**src/hdl/fsm_pkg.sv**
```systemverilog
// shared types and constants for the fcfs schedule metrics block
// depends on nothing
`default_nettype none
package fsm_pkg;
    localparam int MaxJobs = 16;
    localparam int IdxW    = $clog2(MaxJobs);
    localparam int CntW    = $clog2(MaxJobs + 1);
    localparam int TimeW   = 21;
    localparam int SumW    = 25;
    localparam int AvgW    = 29;
    localparam int DivW    = SumW + 8;

    typedef struct packed {
        logic [7:0]  id;
        logic [15:0] arrival;
        logic [15:0] burst;
        logic        last;
    } t_rec;

    typedef enum logic [2:0] {
        ST_LOAD, ST_SHIFT, ST_RUN, ST_DIV, ST_FINAL
    } t_state;
endpackage
`default_nettype wire

```
**src/hdl/fcfs_schedule_metrics_core.sv**
```systemverilog
// top level of the fcfs schedule metrics block
// depends on fsm_pkg, fsm_front, fsm_back
//
// slave channel carries process records (id, arrival, burst), tlast closes a set.
// records are held in a two-entry input queue, then inserted into a sorted
// 16-entry store, shifting later-arriving entries up one place at a time.
// once a set closes, one result per job leaves on the master channel, one per
// cycle while the receiver keeps tready high; the final result waits for a
// restoring divider that forms both averages, then carries tlast and
// the averages (8 fraction bits). records beyond 16 only obey their tlast.
// the store takes no record while a set is being emitted; the input queue still fills.
// a stalled receiver holds the output register and the run stops with it.
// reset empties the queue and store and drops any pending result.
`default_nettype none
module fcfs_schedule_metrics_core (
    input  wire logic         i_clk,
    input  wire logic         i_rst_n,
    input  wire logic         s_axis_tvalid,
    output logic              s_axis_tready,
    input  wire logic [39:0]  s_axis_tdata,  // proc_id, arrival, burst
    input  wire logic         s_axis_tlast,
    output logic              m_axis_tvalid,
    input  wire logic         m_axis_tready,
    // out_id, out_arrival, out_burst, completion, turnaround, waiting,
    // avg_turnaround, avg_waiting, zero fill
    output logic [167:0]      m_axis_tdata,
    output logic              m_axis_tlast
);
    fsm_pkg::t_rec in_rec, q_rec;
    logic q_valid, q_ready;
    logic [160:0] b_data;

    assign in_rec = '{id: s_axis_tdata[7:0], arrival: s_axis_tdata[23:8],
                      burst: s_axis_tdata[39:24], last: s_axis_tlast};
    assign m_axis_tdata = {7'd0, b_data};

    fsm_front u_front (
        .i_clk(i_clk), .i_rst_n(i_rst_n),
        .i_valid(s_axis_tvalid), .o_ready(s_axis_tready), .i_rec(in_rec),
        .o_valid(q_valid), .i_ready(q_ready), .o_rec(q_rec)
    );

    fsm_back u_back (
        .i_clk(i_clk), .i_rst_n(i_rst_n),
        .i_valid(q_valid), .o_ready(q_ready), .i_rec(q_rec),
        .o_valid(m_axis_tvalid), .i_ready(m_axis_tready),
        .o_data(b_data), .o_last(m_axis_tlast)
    );
endmodule
`default_nettype wire

```
**src/hdl/fsm_front.sv**
```systemverilog
// front: input skid queue of two records
// depends on fsm_pkg
`default_nettype none
module fsm_front (
    input  wire logic         i_clk,
    input  wire logic         i_rst_n,
    input  wire logic         i_valid,
    output logic              o_ready,
    input  wire fsm_pkg::t_rec i_rec,
    output logic              o_valid,
    input  wire logic         i_ready,
    output fsm_pkg::t_rec     o_rec
);
    fsm_pkg::t_rec r_q [2];
    logic [1:0] r_cnt, n_cnt;
    logic       r_rd, n_rd;
    logic       push, pop;

    assign o_ready = (r_cnt != 2'd2);
    assign o_valid = (r_cnt != 2'd0);
    assign o_rec   = r_q[r_rd];
    assign push    = i_valid && o_ready;
    assign pop     = o_valid && i_ready;

    always_comb begin
        n_cnt = r_cnt + {1'b0, push} - {1'b0, pop};
        n_rd  = pop ? ~r_rd : r_rd;
    end

    always_ff @(posedge i_clk) begin
        if (!i_rst_n) begin
            r_cnt <= 2'd0;
            r_rd  <= 1'b0;
        end else begin
            r_cnt <= n_cnt;
            r_rd  <= n_rd;
        end
        if (push) begin
            r_q[r_rd ^ r_cnt[0]] <= i_rec;
        end
    end
endmodule
`default_nettype wire

```
**src/hdl/fsm_back.sv**
```systemverilog
// back: sorted insert into job store, fcfs run, averaging divider
// depends on fsm_pkg
`default_nettype none
module fsm_back (
    input  wire logic          i_clk,
    input  wire logic          i_rst_n,
    input  wire logic          i_valid,
    output logic               o_ready,
    input  wire fsm_pkg::t_rec i_rec,
    output logic               o_valid,
    input  wire logic          i_ready,
    output logic [160:0]       o_data,
    output logic               o_last
);
    localparam int IW = fsm_pkg::IdxW;
    localparam int CW = fsm_pkg::CntW;
    localparam int TW = fsm_pkg::TimeW;
    localparam int SW = fsm_pkg::SumW;
    localparam int DW = fsm_pkg::DivW;

    logic [7:0]  r_id  [fsm_pkg::MaxJobs];
    logic [15:0] r_arr [fsm_pkg::MaxJobs];
    logic [15:0] r_bur [fsm_pkg::MaxJobs];

    fsm_pkg::t_state r_st, n_st;
    logic [CW-1:0] r_cnt, n_cnt;
    logic [CW-1:0] r_pos, n_pos;
    logic [CW-1:0] r_k, n_k;
    fsm_pkg::t_rec r_hold, n_hold;
    logic [TW-1:0] r_fin, n_fin;
    logic [SW-1:0] r_tsum, n_tsum, r_wsum, n_wsum;
    logic [DW-1:0] r_qt, n_qt, r_qw, n_qw;
    logic [CW:0]   r_rt, n_rt, r_rw, n_rw;
    logic [5:0]    r_dstep, n_dstep;
    logic          r_ov, n_ov;
    logic [160:0]  r_out, n_out;
    logic          r_olast, n_olast;

    logic [IW-1:0] kx, px, pm1;
    logic [TW-1:0] a, b, start, ct, tat, wt;
    logic          out_free;
    logic          wr_shift, wr_ins;
    logic [CW:0]   st_t, st_w;
    logic [CW:0]   dv;

    assign kx  = r_k[IW-1:0];
    assign px  = r_pos[IW-1:0];
    assign pm1 = px - 1'b1;
    assign a   = {5'd0, r_arr[kx]};
    assign b   = {5'd0, r_bur[kx]};
    assign start = (r_fin < a) ? a : r_fin;
    assign ct  = start + b;
    assign tat = ct - a;
    assign wt  = tat - b;
    assign out_free = !r_ov || i_ready;
    assign o_ready  = (r_st == fsm_pkg::ST_LOAD);
    assign o_valid  = r_ov;
    assign o_data   = r_out;
    assign o_last   = r_olast;
    assign dv = {1'b0, r_cnt};
    assign st_t = {r_rt[CW-1:0], r_qt[DW-1]};
    assign st_w = {r_rw[CW-1:0], r_qw[DW-1]};

    always_comb begin
        n_st = r_st; n_cnt = r_cnt; n_pos = r_pos; n_k = r_k; n_hold = r_hold;
        n_fin = r_fin; n_tsum = r_tsum; n_wsum = r_wsum;
        n_qt = r_qt; n_qw = r_qw; n_rt = r_rt; n_rw = r_rw; n_dstep = r_dstep;
        n_ov = r_ov && !i_ready; n_out = r_out; n_olast = r_olast;
        wr_shift = 1'b0; wr_ins = 1'b0;
        unique case (r_st)
            fsm_pkg::ST_LOAD: begin
                if (i_valid) begin
                    n_hold = i_rec;
                    n_pos  = r_cnt;
                    if (r_cnt < CW'(fsm_pkg::MaxJobs)) begin
                        n_st = fsm_pkg::ST_SHIFT;
                    end else if (i_rec.last) begin
                        n_k = '0;
                        n_st = fsm_pkg::ST_RUN;
                    end
                end
            end
            fsm_pkg::ST_SHIFT: begin
                if (r_pos != '0 && r_arr[pm1] > r_hold.arrival) begin
                    wr_shift = 1'b1;
                    n_pos = r_pos - 1'b1;
                end else begin
                    wr_ins = 1'b1;
                    n_cnt = r_cnt + 1'b1;
                    n_k = '0;
                    n_st = r_hold.last ? fsm_pkg::ST_RUN : fsm_pkg::ST_LOAD;
                end
            end
            fsm_pkg::ST_RUN: begin
                if (r_k == r_cnt) begin
                    n_qt = {r_tsum, 8'd0};
                    n_qw = {r_wsum, 8'd0};
                    n_rt = '0; n_rw = '0; n_dstep = '0;
                    n_st = fsm_pkg::ST_DIV;
                end else if (out_free && (r_k + 1'b1 != r_cnt)) begin
                    n_fin = ct;
                    n_tsum = r_tsum + SW'(tat);
                    n_wsum = r_wsum + SW'(wt);
                    n_out = {58'd0, wt, tat, ct, b[15:0], a[15:0], r_id[kx]};
                    n_olast = 1'b0;
                    n_ov = 1'b1;
                    n_k = r_k + 1'b1;
                end else if (out_free && (r_k + 1'b1 == r_cnt)) begin
                    n_fin = ct;
                    n_tsum = r_tsum + SW'(tat);
                    n_wsum = r_wsum + SW'(wt);
                    n_out = {58'd0, wt, tat, ct, b[15:0], a[15:0], r_id[kx]};
                    n_k = r_k + 1'b1;
                end
            end
            fsm_pkg::ST_DIV: begin
                n_qt = {r_qt[DW-2:0], (st_t >= dv)};
                n_qw = {r_qw[DW-2:0], (st_w >= dv)};
                n_rt = (st_t >= dv) ? st_t - dv : st_t;
                n_rw = (st_w >= dv) ? st_w - dv : st_w;
                n_dstep = r_dstep + 1'b1;
                if (r_dstep == 6'(DW - 1)) begin
                    n_st = fsm_pkg::ST_FINAL;
                end
            end
            fsm_pkg::ST_FINAL: begin
                if (out_free) begin
                    n_out[160:103] = {r_qw[fsm_pkg::AvgW-1:0], r_qt[fsm_pkg::AvgW-1:0]};
                    n_olast = 1'b1;
                    n_ov = 1'b1;
                    n_cnt = '0; n_fin = '0; n_tsum = '0; n_wsum = '0;
                    n_st = fsm_pkg::ST_LOAD;
                end
            end
            default: n_st = fsm_pkg::ST_LOAD;
        endcase
    end

    always_ff @(posedge i_clk) begin
        if (!i_rst_n) begin
            r_st <= fsm_pkg::ST_LOAD;
            r_cnt <= '0; r_fin <= '0; r_tsum <= '0; r_wsum <= '0;
            r_ov <= 1'b0; r_k <= '0; r_pos <= '0; r_dstep <= '0;
        end else begin
            r_st <= n_st; r_cnt <= n_cnt; r_fin <= n_fin;
            r_tsum <= n_tsum; r_wsum <= n_wsum; r_ov <= n_ov;
            r_k <= n_k; r_pos <= n_pos; r_dstep <= n_dstep;
        end
        r_hold <= n_hold; r_qt <= n_qt; r_qw <= n_qw;
        r_rt <= n_rt; r_rw <= n_rw; r_out <= n_out; r_olast <= n_olast;
        if (wr_shift) begin
            r_id[px]  <= r_id[pm1];
            r_arr[px] <= r_arr[pm1];
            r_bur[px] <= r_bur[pm1];
        end
        if (wr_ins) begin
            r_id[px]  <= r_hold.id;
            r_arr[px] <= r_hold.arrival;
            r_bur[px] <= r_hold.burst;
        end
    end
endmodule
`default_nettype wire

```
**config.mk**
```make
export PLATFORM = sky130hd
export DESIGN_NAME = fcfs_schedule_metrics_core
export DESIGN_NICKNAME = d
export VERILOG_FILES = /design/src/hdl/fsm_pkg.sv /design/src/hdl/fcfs_schedule_metrics_core.sv /design/src/hdl/fsm_front.sv /design/src/hdl/fsm_back.sv
export SDC_FILE = /design/constraint.sdc
export NUM_CORES = 2
export LEC_CHECK = 0
export ABC_AREA = 1
export BUFFER_PORTS_ARGS = -buffer_cell sky130_fd_sc_hd__buf_2
export CAP_MARGIN = 20
export CORE_MARGIN = 3
export CORE_UTILIZATION = 45
export DETAILED_ROUTE_END_ITERATION = 7
export SYNTH_ARGS = -nofsm -noshare
export SYNTH_HDL_FRONTEND = slang
export SYNTH_HIERARCHICAL = 1
export SYNTH_SLANG_ARGS = --single-unit
```
**constraint.sdc**
```tcl
create_clock -name i_clk -period 7.8 [get_ports i_clk]
set_input_delay 0.39 -clock i_clk [delete_from_list [all_inputs] [get_ports i_clk]]
set_output_delay 0.39 -clock i_clk [all_outputs]
set_load 0.01 [all_outputs]
```
==> out/metrics.cfg <==
[routing]
drtAntennaViolNets = 0
dr.pass1.iters = 6
vias = 44400
drt-initial-drc-count = 4792
vias_per_cell = 5.77
wl_per_cell_um = 22.3
wl_um = 172000
post-route-drc-count = 0

[sta]
rsz0062_at_grt = yes
hold_violations = 0
min_period_ns = 7.97
slew_viol_final = 0
setup_viol = 9
setup_tns_ns = -0.815
tightest_slew_ns = 1.14
relSlewSlack_pct = 23.7
setup_ws_ns = -0.166
fin_skew_ns = 0.0535
fin_crit_sh_pct = 102
fmax_mhz = 126

[placed_design]
dpl-instance-area_mm2 = 0.0600
place_congestion = 0.902
place_hpwl_um = 104000
placed_cells = 7311
place_ws_ns = -0.470
io_buffers = 208

[yosys]
syn_inst = 5353
synth.ff_latch_count = 1105
synth_top_area_share_pct = 55.4
synth-edff-count = 1001
synth.largest_area_cell = edfxtp_1
synthMuxAreaShare_pct = 1.13
synth_top_family_by_area = compound AO/OA/AOI/OAI gates
synthSimpleGateAreaFrac_pct = 12.6
synthAdderAreaFrac_pct = 3.55
syn_area_mm2 = 0.0543
synthFlopType = edfxtp_1
synth_area_leaders = edfxtp_1 55%, o21ai_0 6.4%, nor2_1 6.3%, nand2_1 4.1%, dfxtp_1 3.8%
synth_cell_types = 58
async_reset_ff_share_pct = 0
synth_seq_area_share_pct = 59.2
synth-compound-area-share_pct = 16.9
yosys.area_share.xor_xnor_pct = 1.10
yosysWarnings = 6
syn_area_per_cell_um2 = 10.1

[setup_path]
critical_path_class = flip-flop to flip-flop
cp-end-kind = flip-flop
rr_worst_depth = 54
slowest_delay_ns = 0.35
cpLargestDelayFamily = simple AND/OR/NAND/NOR gates
crit_path_start_kind = flip-flop
path_common_cell = nand3_2
crit_slowest_cell = dfxtp_4
r2r_setup_slack_ns = -0.17
cp.arrival_ns = 8.54
path_depth = 54
crit_fanout = 6
path_buf_inv = 11
r2r-end = u_back/r_wsum[20]
required_ns = 8.37

[cts]
cts_root_buf = clkbuf_16
clk_latency_ns = 0.73
numCtsBuffers = 117
cts_sinks = 1105
clk_path_buf_depth = 3
ctsHtreeMaxLevel = 3
cts_tree = built
clkSlewWorstSetupHoldPaths_ns = 0.07

[final_layout]
mostFrequentLayoutCells = 1001 x edfxtp_1, 873 x nor2_1, 638 x o21ai_0, 542 x nand2_1, 513 x buf_4
layout_commonest_cell = edfxtp_1
drive_gt1_share_pct = 22.3
nets = 6188
design_area_mm2 = 0.0672
areaGrowthSynthToFinish_pct = 23.7
final_cells = 7699

[die]
io_pins = 216
rows = 126
die_x_um = 353
dieArea_mm2 = 0.125
core_area_mm2 = 0.119
initial_core_util_pct = 45.7
die_h_um = 353

[min_path]
min_path_type = input port to flip-flop
min_path_cells = 3
min_to = u_front/r_cnt[0]
min_from = i_rst_n

[outcome]
status = complete, but fails checks
violations = setup timing

[job]
cap_violations = 0

[global_route]
grt_pass1_wl_um = 253000
grt_max_degree = 177
grt_antenna_before_repair = 2
grt_usage_pct = 26.3
overflow = 0
grt_pass1_vias = 42000

[stage by stage]
step,util (%),hold WS (ns)
2_1_floorplan,-,0.443
3_3_place_gp,50.5,0.476
3_5_place_dp,50.5,0.480
4_1_cts,54.7,0.0466
5_1_grt,56.5,0.0744
6_report,56.5,0.0832
[worst max-delay path by stage]
stage | start | endpoint | slack, ns
floorplan | flip-flop | u_back/r_wsum[24] | 0.12
global placement | flip-flop | u_back/r_wsum[23] | -0.35
detailed placement | flip-flop | u_back/r_wsum[23] | -0.47
CTS | flip-flop | u_back/r_wsum[23] | -0.02
global route | flip-flop | u_back/r_wsum[24] | -0.56
finish | flip-flop | u_back/r_wsum[20] | -0.17
[worst reg2reg max path, delay by kind of cell, from the launching register on]
family / cells / cell delay (ns)
buffers and inverters: 11 / 1.42
adders and majority gates: 5 / 1.42
DFF: 1 / 0.35
and+or+nand+nor: 22 / 2.44
xor gates and xnor gates: 3 / 0.54
AOI/OAI and AO/OA: 13 / 1.65
[routing by layer]
| metal | vias to the layer above | global-route usage (%) | part of all wire [%] |
|---|---|---|---|
| met5 | - | 0 | 0.0076 |
| met3 | 431 | 4.20 | 9.1 |
| li1 | 20500 | - | - |
| met1 | 21200 | 34.5 | 39 |
| met2 | 2273 | 43.7 | 47 |
| met4 | 2 | 10.6 | 4.4 |
[cell type report]
cell class | count | area [um2]
sequential | 1105 | 32200
timing repair inverter | 5 | 48.8
inverter | 395 | 1540
fill | 10100 | 51700
antenna | 1 | 2.50
timing repair buffer | 841 | 6610
multi-input combinational | 3528 | 21000
tap | 1600 | 2000
clock inverter | 72 | 674
clock buffer | 152 | 3150
[kinds of logic (layout without fill, tap and decap cells)]
kind of cell / after synthesis / count (layout)
mux: 41 / 41
fa+ha+maj: 150 / 150
flops: 1105 / 1105
other cells: 1 / 8
compound gates: 1555 / 1555
simple gates: 1708 / 1708
buf+inv: 726 / 1465
xor+xnor: 67 / 67
[synth_stat cells, types with 40 or more instances]
| library cell | instances |
|---|---|
| o31ai_1 | 50 |
| edfxtp_1 | 1001 |
| nand3_1 | 114 |
| inv_1 | 382 |
| o211ai_1 | 52 |
| a31oi_1 | 41 |
| o221ai_1 | 191 |
| nand2_1 | 598 |
| dfxtp_1 | 104 |
| buf_2 | 64 |
| o32ai_1 | 63 |
| xor2_1 | 43 |
| a21oi_1 | 387 |
| clkbuf_1 | 215 |
| ha_1 | 143 |
| o21ai_0 | 691 |
| mux2_4 | 40 |
| nor2_1 | 910 |
[flip-flops by register name, summed over array words and instances, names as in the netlist, 21 cells and up, named ones only]
| name | cells |
|---|---|
| u_back/r_hold | 41 |
| u_back/r_tsum | 25 |
| u_back/r_fin | 21 |
| u_back/r_bur | 256 |
| u_back/o_data | 161 |
| u_back/r_id | 128 |
| u_back/r_arr | 256 |
| u_front/r_q | 82 |
| u_back/r_wsum | 25 |
| u_back/r_qt | 33 |
| u_back/r_qw | 33 |
[timing repair]
item	CTS	global route
hold buffers	41	0
endpoints found under the setup margin	16	28
pin swaps	69	169
endpoints found under the hold margin	82	0
buffers inserted	33	64
resized for setup	104	321
cloned	8	5
Power is left out: the tool's default activity adds up to more than one toggle a clock period on the data nets, which glitch-free logic cannot reach.
